## config.mk

```make
export PLATFORM = sky130hd
export DESIGN_NAME = lsb_cmd_fifo
export DESIGN_NICKNAME = d
export VERILOG_FILES = /design/src/design/lsb_pkg.sv /design/src/design/lsb_cmd_fifo.sv
export SDC_FILE = /design/constraint.sdc
export NUM_CORES = 1
export LEC_CHECK = 0
export ABC_AREA = 1
export BUFFER_PORTS_ARGS = -buffer_cell sky130_fd_sc_hd__buf_2
export CAP_MARGIN = 20
export CORE_ASPECT_RATIO = 0.75
export CORE_MARGIN = 3
export CORE_UTILIZATION = 48
export DETAILED_ROUTE_END_ITERATION = 7
export PLACE_DENSITY = 0.67
export SYNTH_ARGS = -nofsm -noshare
export SYNTH_HDL_FRONTEND = slang
export SYNTH_SLANG_ARGS = --single-unit
```

## constraint.sdc

```tcl
create_clock -name clk -period 3.1 [get_ports clk]
set_input_delay 0.31 -clock clk [delete_from_list [all_inputs] [get_ports clk]]
set_output_delay 0.31 -clock clk [all_outputs]
set_load 0.01 [all_outputs]
```

## src/design/lsb_pkg.sv

```systemverilog
// Package for the line and square blitter.
// Holds the command beat type, status type, register and figure codes.
// No dependencies.
`default_nettype none

package lsb_pkg;

	localparam int FRAME_PIXELS = 65536;
	localparam int ADDR_W       = $clog2(FRAME_PIXELS);
	localparam int COLOR_W      = 4;
	localparam int LEN_W        = 9;
	localparam int FIFO_DEPTH   = 4;
	localparam int FIFO_PTR_W   = $clog2(FIFO_DEPTH);

	localparam logic [2:0] REG_Y    = 3'd0;
	localparam logic [2:0] REG_X    = 3'd1;
	localparam logic [2:0] REG_LEN  = 3'd2;
	localparam logic [2:0] REG_MODE = 3'd3;

	localparam logic [1:0] FIG_SQUARE = 2'd0;
	localparam logic [1:0] FIG_VERT   = 2'd1;
	localparam logic [1:0] FIG_HORIZ  = 2'd2;
	localparam logic [1:0] FIG_DIAG   = 2'd3;

	localparam logic OP_WRITE = 1'b0;
	localparam logic OP_READ  = 1'b1;

	typedef struct packed {
		logic               is_read;
		logic [ADDR_W-1:0]  addr;
		logic [ADDR_W-1:0]  inner_step;
		logic [LEN_W-1:0]   inner_len;
		logic [LEN_W-1:0]   outer_len;
		logic [COLOR_W-1:0] color;
	} cmd_t;

	typedef struct packed {
		logic clearing;
	} back_status_t;

endpackage

`default_nettype wire

```

## src/design/lsb_cmd_fifo.sv

```systemverilog
// Short command queue between the front end and the drawing engine.
// Uses lsb_pkg.
`default_nettype none

module lsb_cmd_fifo (
	input  wire            clk,
	input  wire            arst_n,
	input  wire            push,
	input  lsb_pkg::cmd_t  push_cmd,
	output logic           full,
	input  wire            pop,
	output lsb_pkg::cmd_t  head,
	output logic           empty
);

	lsb_pkg::cmd_t                    slot_q [lsb_pkg::FIFO_DEPTH];
	logic [lsb_pkg::FIFO_PTR_W-1:0]   wr_ptr_q;
	logic [lsb_pkg::FIFO_PTR_W-1:0]   rd_ptr_q;
	logic [lsb_pkg::FIFO_PTR_W:0]     count_q;

	assign full  = (count_q == (lsb_pkg::FIFO_PTR_W+1)'(lsb_pkg::FIFO_DEPTH));
	assign empty = (count_q == '0);
	assign head  = slot_q[rd_ptr_q];

	always_ff @(posedge clk) begin
		if (push) begin
			slot_q[wr_ptr_q] <= push_cmd;
		end
	end

	always_ff @(posedge clk or negedge arst_n) begin
		if (!arst_n) begin
			wr_ptr_q <= '0;
			rd_ptr_q <= '0;
			count_q  <= '0;
		end else begin
			if (push) begin
				wr_ptr_q <= wr_ptr_q + 1'b1;
			end
			if (pop) begin
				rd_ptr_q <= rd_ptr_q + 1'b1;
			end
			if (push && !pop) begin
				count_q <= count_q + 1'b1;
			end else if (pop && !push) begin
				count_q <= count_q - 1'b1;
			end
		end
	end

	assert property (@(posedge clk) disable iff (!arst_n) pop |-> !empty)
		else $error("pop from empty queue");
	assert property (@(posedge clk) disable iff (!arst_n)
		count_q <= (lsb_pkg::FIFO_PTR_W+1)'(lsb_pkg::FIFO_DEPTH))
		else $error("queue count overflow");
	assert property (@(posedge clk) disable iff (!arst_n)
		(push && !pop) |=> (count_q == $past(count_q) + 1'b1))
		else $error("queue count did not follow push");

endmodule

`default_nettype wire

```

# Word level (Yosys, flattened, before mapping)
# Memories as Yosys holds them, arrays and structs flattened.
# Index checks and enable logic that the tools add are counted.
# word_totals
regBits	7
mem_bits_rw	220
inputBits	59
out_inout_bits	57
word_cells	19
mem_count	1
# op_classes
add_sub_neg	4
eq_ne	1
muxes	4
reduce_logical	6
# memory_table
name	words	width	rd	rd_clocked_by_memory_dff	write_ports	line	rtl
slot_q	4	55	1	0	1	lsb_cmd_fifo.sv:16	lsb_pkg::cmd_t slot_q [lsb_pkg::FIFO_DEPTH];
# op_table
op	n
2-to-1 mux 3 bit	2
adder 2 x 1 -> 2 bit (second input constant)	2
adder 3 x 1 -> 3 bit (second input constant)	1
== test 3 bit (second input constant)	1
logical NOT 3 bit	1
subtractor 3 x 1 -> 3 bit (second input constant)	1
logical AND 1 bit	2
logical NOT 1 bit	2
2-to-1 mux 1 bit	2
nonzero test 2 bit	1

# Logic depth before layout (Yosys ltp)
# logic_depth
word_depth	4
depth_mapped	9
mapped_depth_nobuf	9

# Worst setup path before layout
# No wires, ideal clock.
# synth_path
kind	register to register
from	register wr_ptr_q[0] in the netlist's numbering
to	memory slot_q[2][0] in the netlist's numbering, enable pin
setup_ps	409
arrival_time_ps	1741
required_time_ps	2691
path_slack_ps	950
path_stages_with_launch	5
path_buffers	0
synth_period_minus_slack_ps	2150
cell_sequence	dfrtp_1 inv_1 ha_1 nand2_1 inv_1
# synth_rtl
item	line	rtl
start: declaration	lsb_cmd_fifo.sv:17	logic [lsb_pkg::FIFO_PTR_W-1:0] wr_ptr_q;
start signal: assignment	lsb_cmd_fifo.sv:38	wr_ptr_q <= wr_ptr_q + 1'b1;
end: declaration	lsb_cmd_fifo.sv:16	
# Straight into the memory's write port.

==> impl_results.md <==
- Status: finished, final reports clean
- Initial antenna violation count: 2
- Post-Syn Area per Cell: 13.9 sq um
- Antenna diodes: 0
- Max frequency: roughly 380 MHz
- Final hold violations: 0
- First-pass GRT wire length: 29000 um
- Dpl hpwl: between 10000 and 15000 um
- Wirelength per Cell: 16.9 um
- Vias per cell: 5.08
- Global route total overflow: 0
- Leak: 0.00459 uW
- Top-Level Pins: around 120
- Clock buffer depth: 3
- Worst setup endpoint: head[23]
- Hold_buf cts: 3
- Main area contributors after synthesis: edfxtp_1, o211ai_2, nand2_1
- R2r setup slk: 1.21 ns
- Clk_lat worst skew: 0.51 ns
- Tmin final: 2.66 ns
- Area leader, netlist: edfxtp_1
- Max H-tree Level: 1
- Die Ht: 129 um
- Postcts setup bufs: 0
- Final core utilization: between 50% and 60%
- Max cap viols: 0
- Drt drc: 0
- Die Area: 21800 sq um
- Setup TNS: 0 ns
- WL final: 18200 um
- Nets: 872
- Cell row count: 44
- Area grow syn2layout: 16.6%
- Start point of the critical path: rd_ptr_q[1]
- Post-Syn Instances: 690
- Slew Limit Fails: 0
- Worst endpoint required time: around 2.8 ns
- Post-Syn Area: 9610 sq um
- All-layer global routing usage: between 10% and 20%
- Seq/Total Area, Yosys: 70.6%
- Prevailing post-synth register cell: edfxtp_1
- Worst rel slew slack: 54.5%
- Worst flop-to-flop path endpoint: slot_q[0][48]
- Remaining antenna violation count after routing: 0
- Count leader, synth: edfxtp_1
- Final Cycle Share: 85.9%
- Slew @ Worst Pin: 0.681 ns
- CTS resizes: 0
- TritonCTS clock tree: done
- Largest net degree at the start of global routing: 66
- Number of buffers created by CTS: 23
- RSZ-0062 raised after global routing: no
- Most frequent cells after synthesis: edfxtp_1, nand2_1, inv_1
- Final instance area: 11200 sq um
- FF-to-FF path depth: 5
- Power per cell area: 984 nW/um^2
- Yosys top cell area share: 68.7%
- Synth Warn #: 0
- EDFF count, synth: 220
- Vias in the first global route: 5475
- DRT iter0 DRCs: around 330
- Clk sinks: 227
- Skew final: roughly 0.012 ns
- Category of the worst setup path launch point: flop
- Synth cell types: 20
- #FFs+latches synth: ~230
- Post-synth ARST share: around 3%
- Syn Nets: 755
- IO Port Bufs: approximately 120
- CTS Root Cell: clkbuf_16
- Vias: 5466
- Clock-pin slew on the worst setup and hold paths: ~0.06 ns
- Horiz. Die Dim: 169 um
- Starting Density: between 40 and 50%
- DR pass1 iterations: 4
- Core Area: between 15000 and 20000 sq um
- DP Area: 10400 sq um
- Critical path capture point type: primary output
- PnR Total Power: 11000 uW
- HP Class: input port to flop
- Crit path DAT: 2.35 ns
- Layout cell share with drive strength beyond 1: between 30% and 40%
- Max VDD drop: 619 uV
- # setup viols final: 0
- Routability cong.: 0.774
- Hold path startpoint: push_cmd[34]
- Peak fanout along the critical path: 28
- WS Path Type: flop to primary output
- Worst R2R Start: wr_ptr_q[0]
-- through the flow --
stage | hold slack [ns] | setup slack, ns | std cells
after floorplan | 0.0144 | 0.950 | 690
after global placement | 0.152 | 0.958 | 1032
after detailed placement | 0.153 | 0.949 | 1032
after CTS | 0.000397 | 0.389 | 1077
after global routing | 0.00837 | 0.307 | 1077
final | 0.0173 | 0.436 | 1077
-- where the power goes --
group | total, uW | internal, uW | switching, uW
logic | 3680 | 1360 | 2330
registers | 4380 | 4030 | 350
clock network | 2980 | 1870 | 1110
total | 11000 | 7250 | 3780
-- sequential cells by signal (all words and copies together) (netlist names) --
register	count
rd_ptr_q	2
wr_ptr_q	2
count_q	3
slot_q	220
-- area by class of cell --
cell class / instances / area, sq um
clock buffer: 27 / 591
clock inverter: 15 / 233
fill: 1526 / 8280
inverter: 122 / 458
multi-input combinational: 303 / 2030
sequential: 227 / 6790
tap: 253 / 317
timing repair buffer: 130 / 796
-- layout by cell type, fill, tap and decap left out, types with 3 or more instances in the layout --
cell type / Yosys / final
inv_1: 122 / 117
o211ai_1: 32 / 32
inv_2: 0 / 5
nand2_1: 178 / 178
ha_1: 5 / 5
clkinv_2: 0 / 5
clkbuf_1: 1 / 4
clkbuf_16: 0 / 23
buf_4: 2 / 4
dlygate4sd3_1: 0 / 3
o211ai_2: 78 / 78
dfrtp_1: 7 / 5
xor2_1: 3 / 3
bufinv_16: 0 / 6
buf_12: 1 / 8
buf_2: 13 / 115
edfxtp_1: 220 / 220
-- how the worst min path moves through the flow --
| stage | endpoint | slack, ns | cells after the start |
|---|---|---|---|
| 2_1_floorplan | count_q[0] | 0.01 | 0 |
| 3_3_place_gp | count_q[0] | 0.15 | 1 |
| 3_5_place_dp | count_q[2] | 0.15 | 1 |
| 4_1_cts | slot_q[1][34] | 0.0004 | 1 |
| 5_1_grt | slot_q[1][11] | 0.008 | 1 |
| 6_report | slot_q[1][34] | 0.02 | 1 |
-- logic make-up (layout without fill, tap and decap cells) --
| family | after synthesis | count (layout) | share of synthesized area (%) |
|---|---|---|---|
| xor+xnor | 4 | 4 | 0.365 |
| simple gates | 182 | 182 | 7.17 |
| buf+inv | 160 | 294 | 8.34 |
| flops | 227 | 227 | 70.6 |
| compound gates | 111 | 111 | 12.7 |
| fa+ha+maj | 6 | 6 | 0.859 |
-- worst max-delay path: stages (launching register included) --
cell      delay (ns)
dfrtp_4         0.68
inv_2           0.45
buf_12          0.27
o211ai_1        0.12
nand2_1         0.14
buf_2           0.16
-- layer usage --
metal	track usage, %	wire length, um
met3	3.41	1120
met4	3.75	359
met2	28.2	8590
met1	23.1	8110
met5	0	23
(Power assumes the default switching activity.)
