$ cat src/design/lsb_pkg.sv
// Package for the line and square blitter.
// Holds the command beat type, status type, register and figure codes.
// No dependencies.
`default_nettype none

package lsb_pkg;

	localparam int FRAME_PIXELS = 65536;
	localparam int ADDR_W       = $clog2(FRAME_PIXELS);
	localparam int COLOR_W      = 4;
	localparam int LEN_W        = 9;
	localparam int FIFO_DEPTH   = 4;
	localparam int FIFO_PTR_W   = $clog2(FIFO_DEPTH);

	localparam logic [2:0] REG_Y    = 3'd0;
	localparam logic [2:0] REG_X    = 3'd1;
	localparam logic [2:0] REG_LEN  = 3'd2;
	localparam logic [2:0] REG_MODE = 3'd3;

	localparam logic [1:0] FIG_SQUARE = 2'd0;
	localparam logic [1:0] FIG_VERT   = 2'd1;
	localparam logic [1:0] FIG_HORIZ  = 2'd2;
	localparam logic [1:0] FIG_DIAG   = 2'd3;

	localparam logic OP_WRITE = 1'b0;
	localparam logic OP_READ  = 1'b1;

	typedef struct packed {
		logic               is_read;
		logic [ADDR_W-1:0]  addr;
		logic [ADDR_W-1:0]  inner_step;
		logic [LEN_W-1:0]   inner_len;
		logic [LEN_W-1:0]   outer_len;
		logic [COLOR_W-1:0] color;
	} cmd_t;

	typedef struct packed {
		logic clearing;
	} back_status_t;

endpackage

`default_nettype wire

$ cat src/design/lsb_req_if.sv
// Request channel of the blitter: valid, ready and one input beat.
// No dependencies.
`default_nettype none

interface lsb_req_if;
	logic       valid;
	logic       ready;
	logic       op;
	logic [2:0] reg_index;
	logic [7:0] reg_data;
	logic [7:0] read_row;
	logic [7:0] read_col;

	modport source (output valid, op, reg_index, reg_data, read_row, read_col, input ready);
	modport sink (input valid, op, reg_index, reg_data, read_row, read_col, output ready);
endinterface

`default_nettype wire

$ cat src/design/lsb_front.sv
// Front end: accepts request beats, holds the drawing registers and turns
// each read or draw into a command for the queue. Uses lsb_pkg, lsb_req_if.
`default_nettype none

module lsb_front (
	input  wire                  clk,
	input  wire                  arst_n,
	lsb_req_if.sink              req,
	input  lsb_pkg::back_status_t status,
	input  wire                  fifo_full,
	output logic                 push,
	output lsb_pkg::cmd_t        push_cmd
);

	logic [7:0]         start_y_q;
	logic [7:0]         start_x_q;
	logic [7:0]         mode_q;
	logic               accept;
	logic [8:0]         n;
	logic [7:0]         half;
	logic [8:0]         side;
	logic [15:0]        row_step;
	logic [15:0]        col_step;
	lsb_pkg::cmd_t      draw_cmd;

	assign req.ready = !status.clearing && !fifo_full;
	assign accept    = req.valid && req.ready;

	always_ff @(posedge clk or negedge arst_n) begin
		if (!arst_n) begin
			start_y_q <= '0;
			start_x_q <= '0;
			mode_q    <= '0;
		end else if (accept && req.op == lsb_pkg::OP_WRITE) begin
			unique case (req.reg_index)
				lsb_pkg::REG_Y:    start_y_q <= req.reg_data;
				lsb_pkg::REG_X:    start_x_q <= req.reg_data;
				lsb_pkg::REG_MODE: mode_q    <= req.reg_data;
				default: begin
				end
			endcase
		end
	end

	always_comb begin
		n        = (req.reg_data == 8'd0) ? 9'd256 : {1'b0, req.reg_data};
		half     = n[8:1];
		side     = {n[8:1], 1'b0};
		row_step = mode_q[4] ? 16'hff00 : 16'h0100;
		col_step = mode_q[5] ? 16'hffff : 16'h0001;

		draw_cmd            = '0;
		draw_cmd.is_read    = 1'b0;
		draw_cmd.color      = mode_q[3:0];
		draw_cmd.addr       = {start_y_q, start_x_q};
		draw_cmd.inner_len  = n;
		draw_cmd.outer_len  = 9'd1;
		draw_cmd.inner_step = col_step;
		unique case (mode_q[7:6])
			lsb_pkg::FIG_SQUARE: begin
				draw_cmd.addr       = {start_y_q, start_x_q} - {half, half};
				draw_cmd.inner_step = 16'h0100;
				draw_cmd.inner_len  = side;
				draw_cmd.outer_len  = side;
			end
			lsb_pkg::FIG_VERT:  draw_cmd.inner_step = row_step;
			lsb_pkg::FIG_HORIZ: draw_cmd.inner_step = col_step;
			lsb_pkg::FIG_DIAG:  draw_cmd.inner_step = row_step + col_step;
			default: begin
			end
		endcase
	end

	always_comb begin
		push     = 1'b0;
		push_cmd = draw_cmd;
		if (accept) begin
			if (req.op == lsb_pkg::OP_READ) begin
				push              = 1'b1;
				push_cmd          = '0;
				push_cmd.is_read  = 1'b1;
				push_cmd.addr     = {req.read_row, req.read_col};
			end else if (req.reg_index == lsb_pkg::REG_LEN) begin
				push = (draw_cmd.inner_len != '0);
			end
		end
	end

	assert property (@(posedge clk) disable iff (!arst_n) req.ready |-> !status.clearing)
		else $error("front ready during clearing pass");
	assert property (@(posedge clk) disable iff (!arst_n) push |-> !fifo_full)
		else $error("push into full queue");
	assert property (@(posedge clk) disable iff (!arst_n)
		(push && !push_cmd.is_read) |-> (push_cmd.inner_len != '0 && push_cmd.outer_len != '0))
		else $error("empty draw command queued");

endmodule

`default_nettype wire

$ cat src/flat_wrapper.sv
// flat-port wrapper written by rule: the top's interface ports become plain ports
module lsb_front_flat 
  (clk, arst_n, status, fifo_full, push, push_cmd, req_valid, req_op, req_reg_index, req_reg_data, req_read_row, req_read_col, req_ready);
  lsb_req_if req_i ();
  input  wire clk;
  input  wire arst_n;
  input  lsb_pkg::back_status_t status;
  input  wire fifo_full;
  output logic push;
  output lsb_pkg::cmd_t push_cmd;
  input wire logic [$bits(req_i.valid)-1:0] req_valid;
  input wire logic [$bits(req_i.op)-1:0] req_op;
  input wire logic [$bits(req_i.reg_index)-1:0] req_reg_index;
  input wire logic [$bits(req_i.reg_data)-1:0] req_reg_data;
  input wire logic [$bits(req_i.read_row)-1:0] req_read_row;
  input wire logic [$bits(req_i.read_col)-1:0] req_read_col;
  output wire logic [$bits(req_i.ready)-1:0] req_ready;
  assign req_i.valid = req_valid;
  assign req_i.op = req_op;
  assign req_i.reg_index = req_reg_index;
  assign req_i.reg_data = req_reg_data;
  assign req_i.read_row = req_read_row;
  assign req_i.read_col = req_read_col;
  assign req_ready = req_i.ready;
  lsb_front u_core (.clk(clk), .arst_n(arst_n), .req(req_i), .status(status), .fifo_full(fifo_full), .push(push), .push_cmd(push_cmd));
endmodule
$ cat config.mk
export PLATFORM = sky130hd
export DESIGN_NAME = lsb_front_flat
export DESIGN_NICKNAME = d
export VERILOG_FILES = /design/src/design/lsb_pkg.sv /design/src/design/lsb_req_if.sv /design/src/design/lsb_front.sv /design/src/flat_wrapper.sv
export SDC_FILE = /design/constraint.sdc
export NUM_CORES = 1
export LEC_CHECK = 0
export CAP_MARGIN = 20
export CORE_ASPECT_RATIO = 0.8
export CORE_MARGIN = 1.5
export CORE_UTILIZATION = 30
export DETAILED_ROUTE_END_ITERATION = 10
export DONT_BUFFER_PORTS = 1
export PLACE_DENSITY = 0.41
export SKIP_LAST_GASP = 1
export SLEW_MARGIN = 10
export SYNTH_ARGS = -nofsm -noshare
export SYNTH_HDL_FRONTEND = slang
export SYNTH_SLANG_ARGS = --single-unit
$ cat constraint.sdc
create_clock -name clk -period 3.3 [get_ports clk]
set_clock_uncertainty 0.2 [all_clocks]
set_input_delay 0.165 -clock clk [delete_from_list [all_inputs] [get_ports clk]]
set_output_delay 0.165 -clock clk [all_outputs]
set_load 0.005 [all_outputs]
== After elaboration in Yosys (flattened, before gate mapping) ==
Cells that the tools add are included.
Word-level totals
  register bits: 24
  latch bits: 0
  RAM bits: 0
  memory bits (read-only): 0
  input port bits: 33
  output and inout port bits: 57
  logic and storage cells: 35
  memories: 0
Cells by class
  add/subtract/negate cells: 2
  multipliers: 0
  div/mod/pow operators: 0
  magnitude comparators: 0
  equal/unequal tests: 6
  shift operators: 0
  multiplexer cells: 11
  bitwise logic cells: 1
  reduce and logical (&&, ||, !) cells: 12
Operator list (count)
  $mux 55: 2
  $pmux 16 s4: 1
  $mux 16: 3
  $add 16x16->16: 1
  $sub 16x16->16: 1
  $mux 10: 1
  $mux 9: 1
  $reduce_bool 9->1: 1
  $logic_not 8->1: 1
  $eq 3x2->1 const B: 2
  $reduce_and 2->1: 3
  $eq 2x2->1 const B: 2
  $eq 3x1->1 const B: 1
  $logic_and 1x1->1: 3
  $logic_not 3->1: 1
  $mux 1: 3
  $eq 2x1->1 const B: 1
  $logic_not 1->1: 2
  $logic_not 2->1: 1
  $not 1->1: 1

== Logic depth before layout (Yosys ltp) ==
Gate-level depths: netlist of the first run.
  depth after elaboration: 7
  mapped depth: 12
  depth with buffers taken out: 11

== Least setup slack after synthesis of the first run ==
OpenSTA, ideal clock, no wires.
  kind: input to output
  from: input req_reg_data[3]
  to: output push_cmd[48] in the netlist's numbering
  arrival: 2.327 ns
  required time: 2.935 ns
  slack: 0.608 ns
  cell stages on the path: 11
  path buffers: 1
  cell sequence: nor4_1 -> nand4_1 -> nor2_1 -> inv_1 -> ha_1 -> clkbuf_1 -> and3_1 -> a221o_1 -> a311o_1 -> a31oi_1 -> nor2_1
RTL lines
  from (decl): line flat_wrapper.sv:14  | input wire logic [$bits(req_i.reg_data)-1:0] req_reg_data;
  to (decl): line flat_wrapper.sv:10  | output lsb_pkg::cmd_t push_cmd;

==> flow_summary.json, run 1 <==
{
  "finalHoldViolCount": 1,
  "numCtsBuffers": 3,
  "setup_tns_ns": 0,
  "drt_iter0_drc": 103,
  "synth_flop_cell": "dfrtp_1",
  "wl_per_cell_um": 18.3,
  "root_buffer": "clkbuf_8",
  "core_um2": 7840,
  "worst_pin_slew_ns": 0.560,
  "hp-class": "in2reg",
  "grt_start_max_net_pins": 29,
  "fp-row-count": 29,
  "dpl.hpwl_mm": 5.85,
  "seq_area_frac_synth_pct": 24.9,
  "path_class": "reg2out",
  "clk_pin_slew_ns": 0.09,
  "synth-edff-count": 0,
  "power_density_nw_per_um2": 429,
  "syn_inst": 320,
  "gr-usage-all-layers_pct": 18.4,
  "slew_violations": 0,
  "initial_core_util_pct": 30.7,
  "slowest_stage": "or4_1",
  "dieHeight_um": 83.1,
  "clk_latency_ns": 0.27,
  "syn_nets": 373,
  "htreeDepth": 1,
  "max_slew_margin_pct": 62.7,
  "crit_arrival_ns": 2.72,
  "max-clock-path-buffers": 2,
  "globalplace.congestion": 0.854,
  "area_growth_pct": 10.8,
  "dr.pass1.iters": 4,
  "cellLeakagePower_uw": 0.00123,
  "antenna_found_initial": 0,
  "cap_violations": 0,
  "endpoint_kind": "primary output",
  "drcViolationCount": 0,
  "drive_gt1_share_pct": 9.09,
  "setup_viol": 0,
  "final.period_utilization_pct": 93.5,
  "finalCriticalPeriod_ns": 3.09,
  "drt_wl_total_mm": 7.83,
  "port_buffers": 0,
  "crit_fanout": 4,
  "worst_hold_slack_ns": -0.00432,
  "ios": 90,
  "ant_nets": 0,
  "min_path_cells": 2,
  "grt_pass1_vias": 2159,
  "vias_per_cell": 5.32,
  "startpoint_type": "flop",
  "final_cell_mix": "40 x nand2_1, 38 x nor2_1, 27 x a21oi_1",
  "worstPathCellList": "inv_1, ha_1, fa_1, nor2b_1, o31a_1, a221o_1, a211oi_1, or4_1, nand4_1",
  "fin_util_pct": 34.0,
  "power.total_uw": 1150,
  "fin_ws_ns": 0.214,
  "grt.overflow.total": 0,
  "place_ws_ns": 0.380,
  "final_common_cell": "nand2_1",
  "antenna_cells": 0,
  "ys_warn_count": 0,
  "ir_drop_uv": 179,
  "status": "complete, but fails checks",
  "cts_tree": "yes",
  "grt_pass1_wl_mm": 12.0,
  "yosysUniqueCellTypes": 46,
  "fp.dieW_um": 103,
  "cp.required_ns": 2.93,
  "crit_path_max_incr_delay_ns": 0.48,
  "num-fill-cells": 887,
  "avgSynthCellArea_um2": 7.52,
  "cts_setup_buffers": 0,
  "fp.dieArea_um2": 8570,
  "fin_nets": 373,
  "reg2reg_depth": 1,
  "synth_seq_cells": 24,
  "via_count": 2271,
  "violations": "hold timing",
  "synth_async_sr_flop_share_pct": 100,
  "syn_area_um2": 2410,
  "fmax_mhz": 324,
  "rsz0062_at_grt": "no",
  "cts_sinks": 24
}
## sequential cells by signal (all words and copies together), names as in the netlist
| register | count |
|---|---|
| u_core.mode_q | 8 |
| u_core.start_x_q | 8 |
| u_core.start_y_q | 8 |
## power by group
group	switching [µW]	internal (µW)
registers	47.3	334
clock network	106	107
logic	324	228
total	477	669
## cell type report
cell class	instances	area, µm²	share of cell area [%]
Timing Repair Buffer	21	203	7.60
Tap cell	108	135	5.07
Clock buffer	4	55.1	2.06
Multi-Input combinational cell	253	1610	60.4
Sequential cell	24	601	22.5
Inverter	17	63.8	2.39
## critical path: cells and delay by family (launching register included)
| kind | cells | cell delay (ns) |
|---|---|---|
| flip-flops | 1 | 0.35 |
| AO/OA/AOI/OAI | 3 | 0.66 |
| adder cells (fa/ha/maj) | 2 | 0.59 |
| AND/OR/NAND/NOR | 3 | 0.80 |
| buffers and inverters | 1 | 0.05 |
## cells by family (layout without fill, tap and decap cells)
group / count (synthesis) / count (layout) / synth area share (%)
buffers and inverters: 43 / 42 / 8.16
flip-flops: 24 / 24 / 24.9
AND/OR/NAND/NOR: 128 / 128 / 25.7
adder cells (fa/ha/maj): 20 / 20 / 10.7
AO/OA/AOI/OAI: 81 / 81 / 20.2
XOR/XNOR: 8 / 8 / 2.91
multiplexers: 16 / 16 / 7.43
## per-stage QoR
step	instances	cell area [µm²]
after floorplan	320	2410
after global placement	409	2460
after detailed placement	409	2460
after CTS	427	2670
after global routing	427	2670
final	427	2670
## routing by layer
metal  vias to the layer above  global-route usage [%]  part of all wire [%]
met4                         0                    2.46                   1.0
met3                         7                    3.11                   5.6
met5                         -                       0                     0
met1                      1073                    27.6                    49
met2                        72                    28.3                    44
li1                       1119                       -                     -
## final timing paths
check,start,endpoint,slack (ns)
worst min-delay path,req_reg_data[6],u_core.mode_q[6]$_DFFE_PN0P_,-0.004
max in group asynchronous,arst_n,u_core.mode_q[5]$_DFFE_PN0P_,2.64
worst max-delay path,u_core.start_x_q[0]$_DFFE_PN0P_,push_cmd[52],0.21
worst max register to register,u_core.start_y_q[4]$_DFFE_PN0P_,u_core.start_y_q[4]$_DFFE_PN0P_,2.27
min in group asynchronous,arst_n,u_core.mode_q[0]$_DFFE_PN0P_,0.11
worst min register to register,u_core.mode_q[3]$_DFFE_PN0P_,u_core.mode_q[3]$_DFFE_PN0P_,0.29
## cells in the mapped netlist, types with 2 or more instances
master     count  area, µm²
nand2b_1       3       18.8
nand4_1        5       31.3
a211oi_1       2       15.0
nand3b_1       3       22.5
mux2_2        15        169
nor2_1        38        143
or4_1          3       22.5
xnor2_1        5       43.8
o2111ai_1      2       17.5
buf_4          9       67.6
xor2_1         3       26.3
a31oi_1        7       43.8
ha_1          19        238
o21a_1         3       22.5
inv_1         17       63.8
o21ai_0       25        125
clkbuf_1      15       56.3
dfrtp_1       24        601
nor3_1         4       20.0
nor2b_1        4       25.0
a221o_1        3       30.0
nand3_1        6       30.0
and3_1         7       43.8
and2_1         8       50.1
or3_1          2       12.5
a21oi_1       27        135
a21o_1         3       22.5
nand2_1       40        150
## what timing repair did
item                      CTS  global route
hold buffers               14             0
hold endpoints to repair   41             0
gates resized for setup     0             0
(Power assumes the default switching activity.)
==> run 2: changes to the inputs <==
Settings changed: CAP_MARGIN 20 to 10, CORE_ASPECT_RATIO 0.8 to 0.7.
==> run 2 against run 1 <==
Effect of this change: the flow now finishes without violations; worst hold slack improved by 0.018 ns; count of clock-buffer cells in the layout decreased by 1; sequential share of layout area increased by 0.44 points; combinational power hardly changed; wire length up 2.0%; non-clock buffer count decreased by 5; total power rose by 4.3%; via count decreased by 3.5%; highest routed layer unchanged; first-iteration DRC count shrank 3.9%; utilization is 0.65 points lower; sequential cell count unchanged; worst setup slack improved by 0.029 ns.
==> flow_summary.json, run 2 (same netlist as run 1, synthesis figures left out) <==
{
  "htreeDepth": 1,
  "r2r_start": "u_core.start_y_q[1]$_DFFE_PN0P_",
  "wl_per_cell_um": 19.3,
  "rsz0062_at_grt": "no",
  "reg2reg_depth": 1,
  "drt_iter0_drc": 99,
  "area_growth_pct": 8.68,
  "via_count": 2192,
  "port_buffers": 0,
  "max_slew_margin_pct": 47.7,
  "dieHeight_um": 77.9,
  "internal-power_uw": 720,
  "gr-usage-all-layers_pct": 19.0,
  "final_common_cell": "nand2_1",
  "cpLargestDelayFamily": "simple AND/OR/NAND/NOR gates",
  "fin_nets": 368,
  "cp.required_ns": 2.93,
  "finalCriticalPeriod_ns": 3.06,
  "core_um2": 7840,
  "clk_latency_ns": 0.25,
  "min_to": "u_core.start_y_q[7]$_DFFE_PN0P_",
  "power_density_nw_per_um2": 457,
  "clk_pin_slew_ns": 0.06,
  "antenna_cells": 0,
  "crit_arrival_ns": 2.69,
  "setup_viol": 0,
  "crit_fanout": 4,
  "worstPathCellList": "inv_1, ha_1, fa_1, nor2b_1, o31a_1, a221o_1, a211oi_1, or4_1, nand4_1",
  "numCtsBuffers": 3,
  "num-fill-cells": 858,
  "dr.pass1.iters": 4,
  "power.share.sequential_pct": 32.3,
  "drive_gt1_share_pct": 8.63,
  "status": "finished, final reports clean",
  "cellLeakagePower_uw": 0.00120,
  "post_cts_resized": 0,
  "cts_sinks": 24,
  "ios": 90,
  "min_path_cells": 2,
  "final.period_utilization_pct": 92.6,
  "endpoint_kind": "primary output",
  "initial_core_util_pct": 30.7,
  "r2r_end": "u_core.start_y_q[1]$_DFFE_PN0P_",
  "vias_per_cell": 5.29,
  "ir_drop_uv": 151,
  "place_ws_ns": 0.428,
  "drt_wl_total_mm": 7.99,
  "min_from": "req_reg_index[0]",
  "root_buffer": "clkbuf_16",
  "slowest_stage": "or4_1",
  "critPathBufInv": 1,
  "fp-row-count": 27,
  "antenna_found_initial": 0,
  "rrSetupSlack_ns": 2.25,
  "crit_path_max_incr_delay_ns": 0.47,
  "globalplace.congestion": 0.819,
  "fmax_mhz": 327,
  "worst_pin_slew_ns": 0.782,
  "ant_nets": 0,
  "fin_ws_ns": 0.243,
  "drcViolationCount": 0,
  "power_frac_clock_pct": 21.7,
  "pwr-share-comb_pct": 46.0,
  "hp-class": "in2reg",
  "cts_tree": "yes",
  "p_switching_uw": 475,
  "grt.overflow.total": 0,
  "cap_violations": 0,
  "switching_share_pct": 39.8,
  "grt_start_max_net_pins": 31,
  "setup_tns_ns": 0,
  "grt_pass1_vias": 2039,
  "fp.dieW_um": 110,
  "dpl.hpwl_mm": 6.14,
  "fp.dieArea_um2": 8580,
  "top_regs": "u_core.mode_q: 8 flops, u_core.start_x_q: 8 flops, u_core.start_y_q: 8 flops",
  "final_cell_mix": "40 x nand2_1, 38 x nor2_1, 27 x a21oi_1",
  "max-clock-path-buffers": 2,
  "slew_violations": 0,
  "startpoint_type": "flop",
  "finalHoldViolCount": 0,
  "grt_pass1_wl_mm": 12.1,
  "path_class": "reg2out"
}
==> run 2: cell count changes in the layout (fill, tap and decap cells not counted) <==
| cell | change |
|---|---|
| clkbuf_16 | +3 |
| clkbuf_8 | -4 |
| dlygate4sd3_1 | -4 |
| buf_2 | +1 |
| buf_4 | -1 |
| buf_12 | -1 |
==> run 2: what timing repair did <==
action / 4_1_cts / 5_1_grt
hold endpoints to repair: 41 / 24
setup buffers: 0 / 0
hold buffers: 9 / 1
==> run 2: area by class of cell <==
cell class	instances	area (µm²)	share of cell area, %
sequential	24	601	23.0
clock buffer	3	75.1	2.87
inverter	17	63.8	2.44
multi-input combinational	253	1610	61.5
tap	101	126	4.83
timing repair buffer	16	140	5.36
==> run 2: worst max path at each step <==
stage | startpoint | slack (ns) | cells after the start | to
floorplan | req_reg_data[3] | 0.61 | 11 | push_cmd[48]
finish | u_core.start_x_q[0]$_DFFE_PN0P_ | 0.24 | 9 | push_cmd[52]
CTS | u_core.start_x_q[0]$_DFFE_PN0P_ | 0.22 | 9 | push_cmd[52]
global route | u_core.start_x_q[0]$_DFFE_PN0P_ | 0.05 | 9 | push_cmd[52]
detailed placement | req_reg_data[2] | 0.43 | 10 | push_cmd[52]
global placement | req_reg_data[3] | 0.44 | 10 | push_cmd[48]
==> run 2: metrics by stage <==
| step | total power (µW) | cells | instance area, µm² | hold slack [ns] | utilization, % |
|---|---|---|---|---|---|
| after floorplan | 798 | 320 | 2410 | -0.331 | - |
| after global placement | 929 | 401 | 2450 | -0.330 | 31.2 |
| after detailed placement | 923 | 401 | 2450 | -0.330 | 31.2 |
| after CTS | 1210 | 413 | 2610 | 0.00706 | 33.3 |
| after global routing | 1300 | 414 | 2620 | 0.0105 | 33.4 |
| final | 1190 | 414 | 2620 | 0.0140 | 33.4 |
==> run 2: layer usage <==
layer / up-vias / share of wire, % / global-route usage, %
li1: 1103 / - / -
met5: - / 0 / 0
met2: 66 / 40 / 26.3
met3: 3 / 7.0 / 2.61
met1: 1020 / 52 / 30.6
met4: 0 / 0.53 / 3.12
==> run 2: power groups by stage <==
| stage | clock network (µW) | registers, µW | logic, µW |
|---|---|---|---|
| finish | 259 | 386 | 550 |
| global route | 282 | 392 | 624 |
| CTS | 267 | 384 | 554 |
| detailed placement | 0 | 390 | 533 |
| global placement | 0 | 390 | 538 |
| floorplan | 0 | 363 | 435 |
==> run 3: changes to the inputs <==
==> constraint.sdc (replaced) <==
create_clock -name clk -period 3.3 [get_ports clk]
set_clock_uncertainty 0.2 [all_clocks]
set_input_delay 0.66 -clock clk [delete_from_list [all_inputs] [get_ports clk]]
set_output_delay 0.66 -clock clk [all_outputs]
set_load 0.005 [all_outputs]
==> run 3 against run 2 <==
Effect of this change: the run now ends with setup timing left; sequential cell count did not move; global-route usage grew 0.30 points; sequential share of layout area fell by 2.7 points; worst setup slack lost 0.56 ns; worst hold slack better by 0.0040 ns; final area is 13% higher; clock power fell by 2%; critical path type is now in2out; highest routed layer unchanged.
==> flow_summary.json, run 3 (same netlist as run 1, synthesis figures left out) <==
{
  "fp-row-count": 27,
  "top_regs": "u_core.mode_q: 8 flops, u_core.start_x_q: 8 flops, u_core.start_y_q: 8 flops",
  "gr-usage-all-layers_pct": 19.2,
  "fin_area_um2": 2960,
  "globalplace.congestion": 0.845,
  "status": "complete, but fails checks",
  "cp.required_ns": 2.44,
  "vias_per_cell": 5.26,
  "cellLeakagePower_uw": 0.00138,
  "hp-class": "in2async",
  "cts_tree": "yes",
  "num-fill-cells": 841,
  "ant_nets": 0,
  "cap_violations": 0,
  "fp.dieArea_um2": 8580,
  "htreeDepth": 1,
  "startpoint_type": "primary input",
  "place_ws_ns": -0.380,
  "met2WireLength_mm": 3.47,
  "grt_start_max_net_pins": 31,
  "clk_pin_slew_ns": 0.06,
  "placed_area_um2": 2690,
  "fin_ws_ns": -0.316,
  "antenna_cells": 0,
  "regArea_um2": 601,
  "final_cell_mix": "40 x nand2_1, 39 x buf_4, 37 x nor2_1",
  "grt_pass1_wl_mm": 12.4,
  "via_count": 2326,
  "dr.pass1.iters": 4,
  "multiInputGateArea_um2": 1740,
  "slew_violations": 0,
  "core_um2": 7840,
  "wl_per_cell_um": 18.6,
  "worst_pin_slew_ns": 0.640,
  "reg2reg_depth": 2,
  "max_slew_margin_pct": 57.0,
  "crit_fanout": 4,
  "r2r_start": "u_core.start_x_q[4]$_DFFE_PN0P_",
  "rrSetupSlack_ns": 2.20,
  "wl_met3_um": 561,
  "fin_nets": 396,
  "final.period_utilization_pct": 110,
  "ir_drop_uv": 204,
  "top_layer": "met4",
  "crit_arrival_ns": 2.76,
  "port_buffers": 0,
  "max-clock-path-buffers": 2,
  "fp.dieW_um": 110,
  "violations": "setup timing",
  "r2r_end": "u_core.start_x_q[4]$_DFFE_PN0P_",
  "area_growth_pct": 23.1,
  "dpl.hpwl_mm": 6.35,
  "final_common_cell": "nand2_1",
  "power_density_nw_per_um2": 448,
  "wl_met1_mm": 4.06,
  "ios": 90,
  "dieHeight_um": 77.9,
  "grt.overflow.total": 0,
  "root_buffer": "clkbuf_16",
  "setup_viol": 5,
  "drive_gt1_share_pct": 23.8,
  "numCtsBuffers": 3,
  "drt_iter0_drc": 120,
  "antenna_found_initial": 0,
  "fin_util_pct": 37.8,
  "clk_latency_ns": 0.25,
  "rsz0062_at_grt": "yes",
  "path_class": "in2out",
  "cts_sinks": 24,
  "finalHoldViolCount": 0,
  "fmax_mhz": 277,
  "initial_core_util_pct": 30.7,
  "grt_pass1_vias": 2221,
  "endpoint_kind": "primary output",
  "drt_wl_total_mm": 8.20,
  "drcViolationCount": 0,
  "setup_tns_ns": -1.13,
  "finalCriticalPeriod_ns": 3.62
}
## run 3: worst max path at each step
stage / cells past startpoint / startpoint / slack [ns] / to
final: 12 / req_reg_data[3] / -0.32 / push_cmd[50]
after global routing: 12 / req_reg_data[3] / -0.44 / push_cmd[48]
after CTS: 11 / req_reg_data[3] / -0.24 / push_cmd[52]
after detailed placement: 10 / req_reg_data[3] / -0.38 / push_cmd[52]
after global placement: 10 / req_reg_data[3] / -0.32 / push_cmd[52]
after floorplan: 11 / req_reg_data[3] / -0.28 / push_cmd[48]
## run 3: area by class of cell
type	instances	share of cell area (%)
flip-flops and latches	24	20.3
repair buffers	44	12.1
inverters	17	2.15
clock buffers	3	2.53
multi-input cells	253	58.7
well taps	101	4.27
## run 3: repair_timing
| item | in CTS | in global routing |
|---|---|---|
| cloned | 0 | 0 |
| hold endpoints to repair | 24 | 0 |
| resized for setup | 14 | 13 |
| pin swaps | 16 | 11 |
| setup buffers | 1 | 5 |
| hold buffers | 1 | 0 |
| setup endpoints to repair | 8 | 10 |
## run 3: through the flow
step / total power (µW) / hold WS, ns / cells
final: 1330 / 0.0180 / 442
after global routing: 1440 / 0.0104 / 442
after CTS: 1290 / 0.0178 / 437
after detailed placement: 987 / 0.165 / 432
after global placement: 988 / 0.165 / 432
after floorplan: 804 / 0.164 / 320
## run 3: worst max-delay path, cell delays in order
cell	delay (ns)
nor4_4	0.24
nand4_1	0.18
nor2_2	0.20
inv_2	0.08
ha_4	0.23
and3_4	0.16
a221o_1	0.35
buf_4	0.16
buf_6	0.11
a21oi_4	0.15
nand4_1	0.13
o311ai_2	0.11
## run 3: where the power goes
group          internal (µW)  total, µW  switching [µW]
logic                    320        690             370
registers                335        384            49.6
clock network            160        254            93.7
total                    815       1330             513
## run 3: per-layer routing
| layer | GRT usage [%] | vias to the layer above |
|---|---|---|
| met5 | 0 | - |
| met4 | 3.12 | 0 |
| met1 | 28.5 | 1094 |
| met3 | 4.54 | 10 |
| met2 | 28.4 | 65 |
| li1 | - | 1157 |
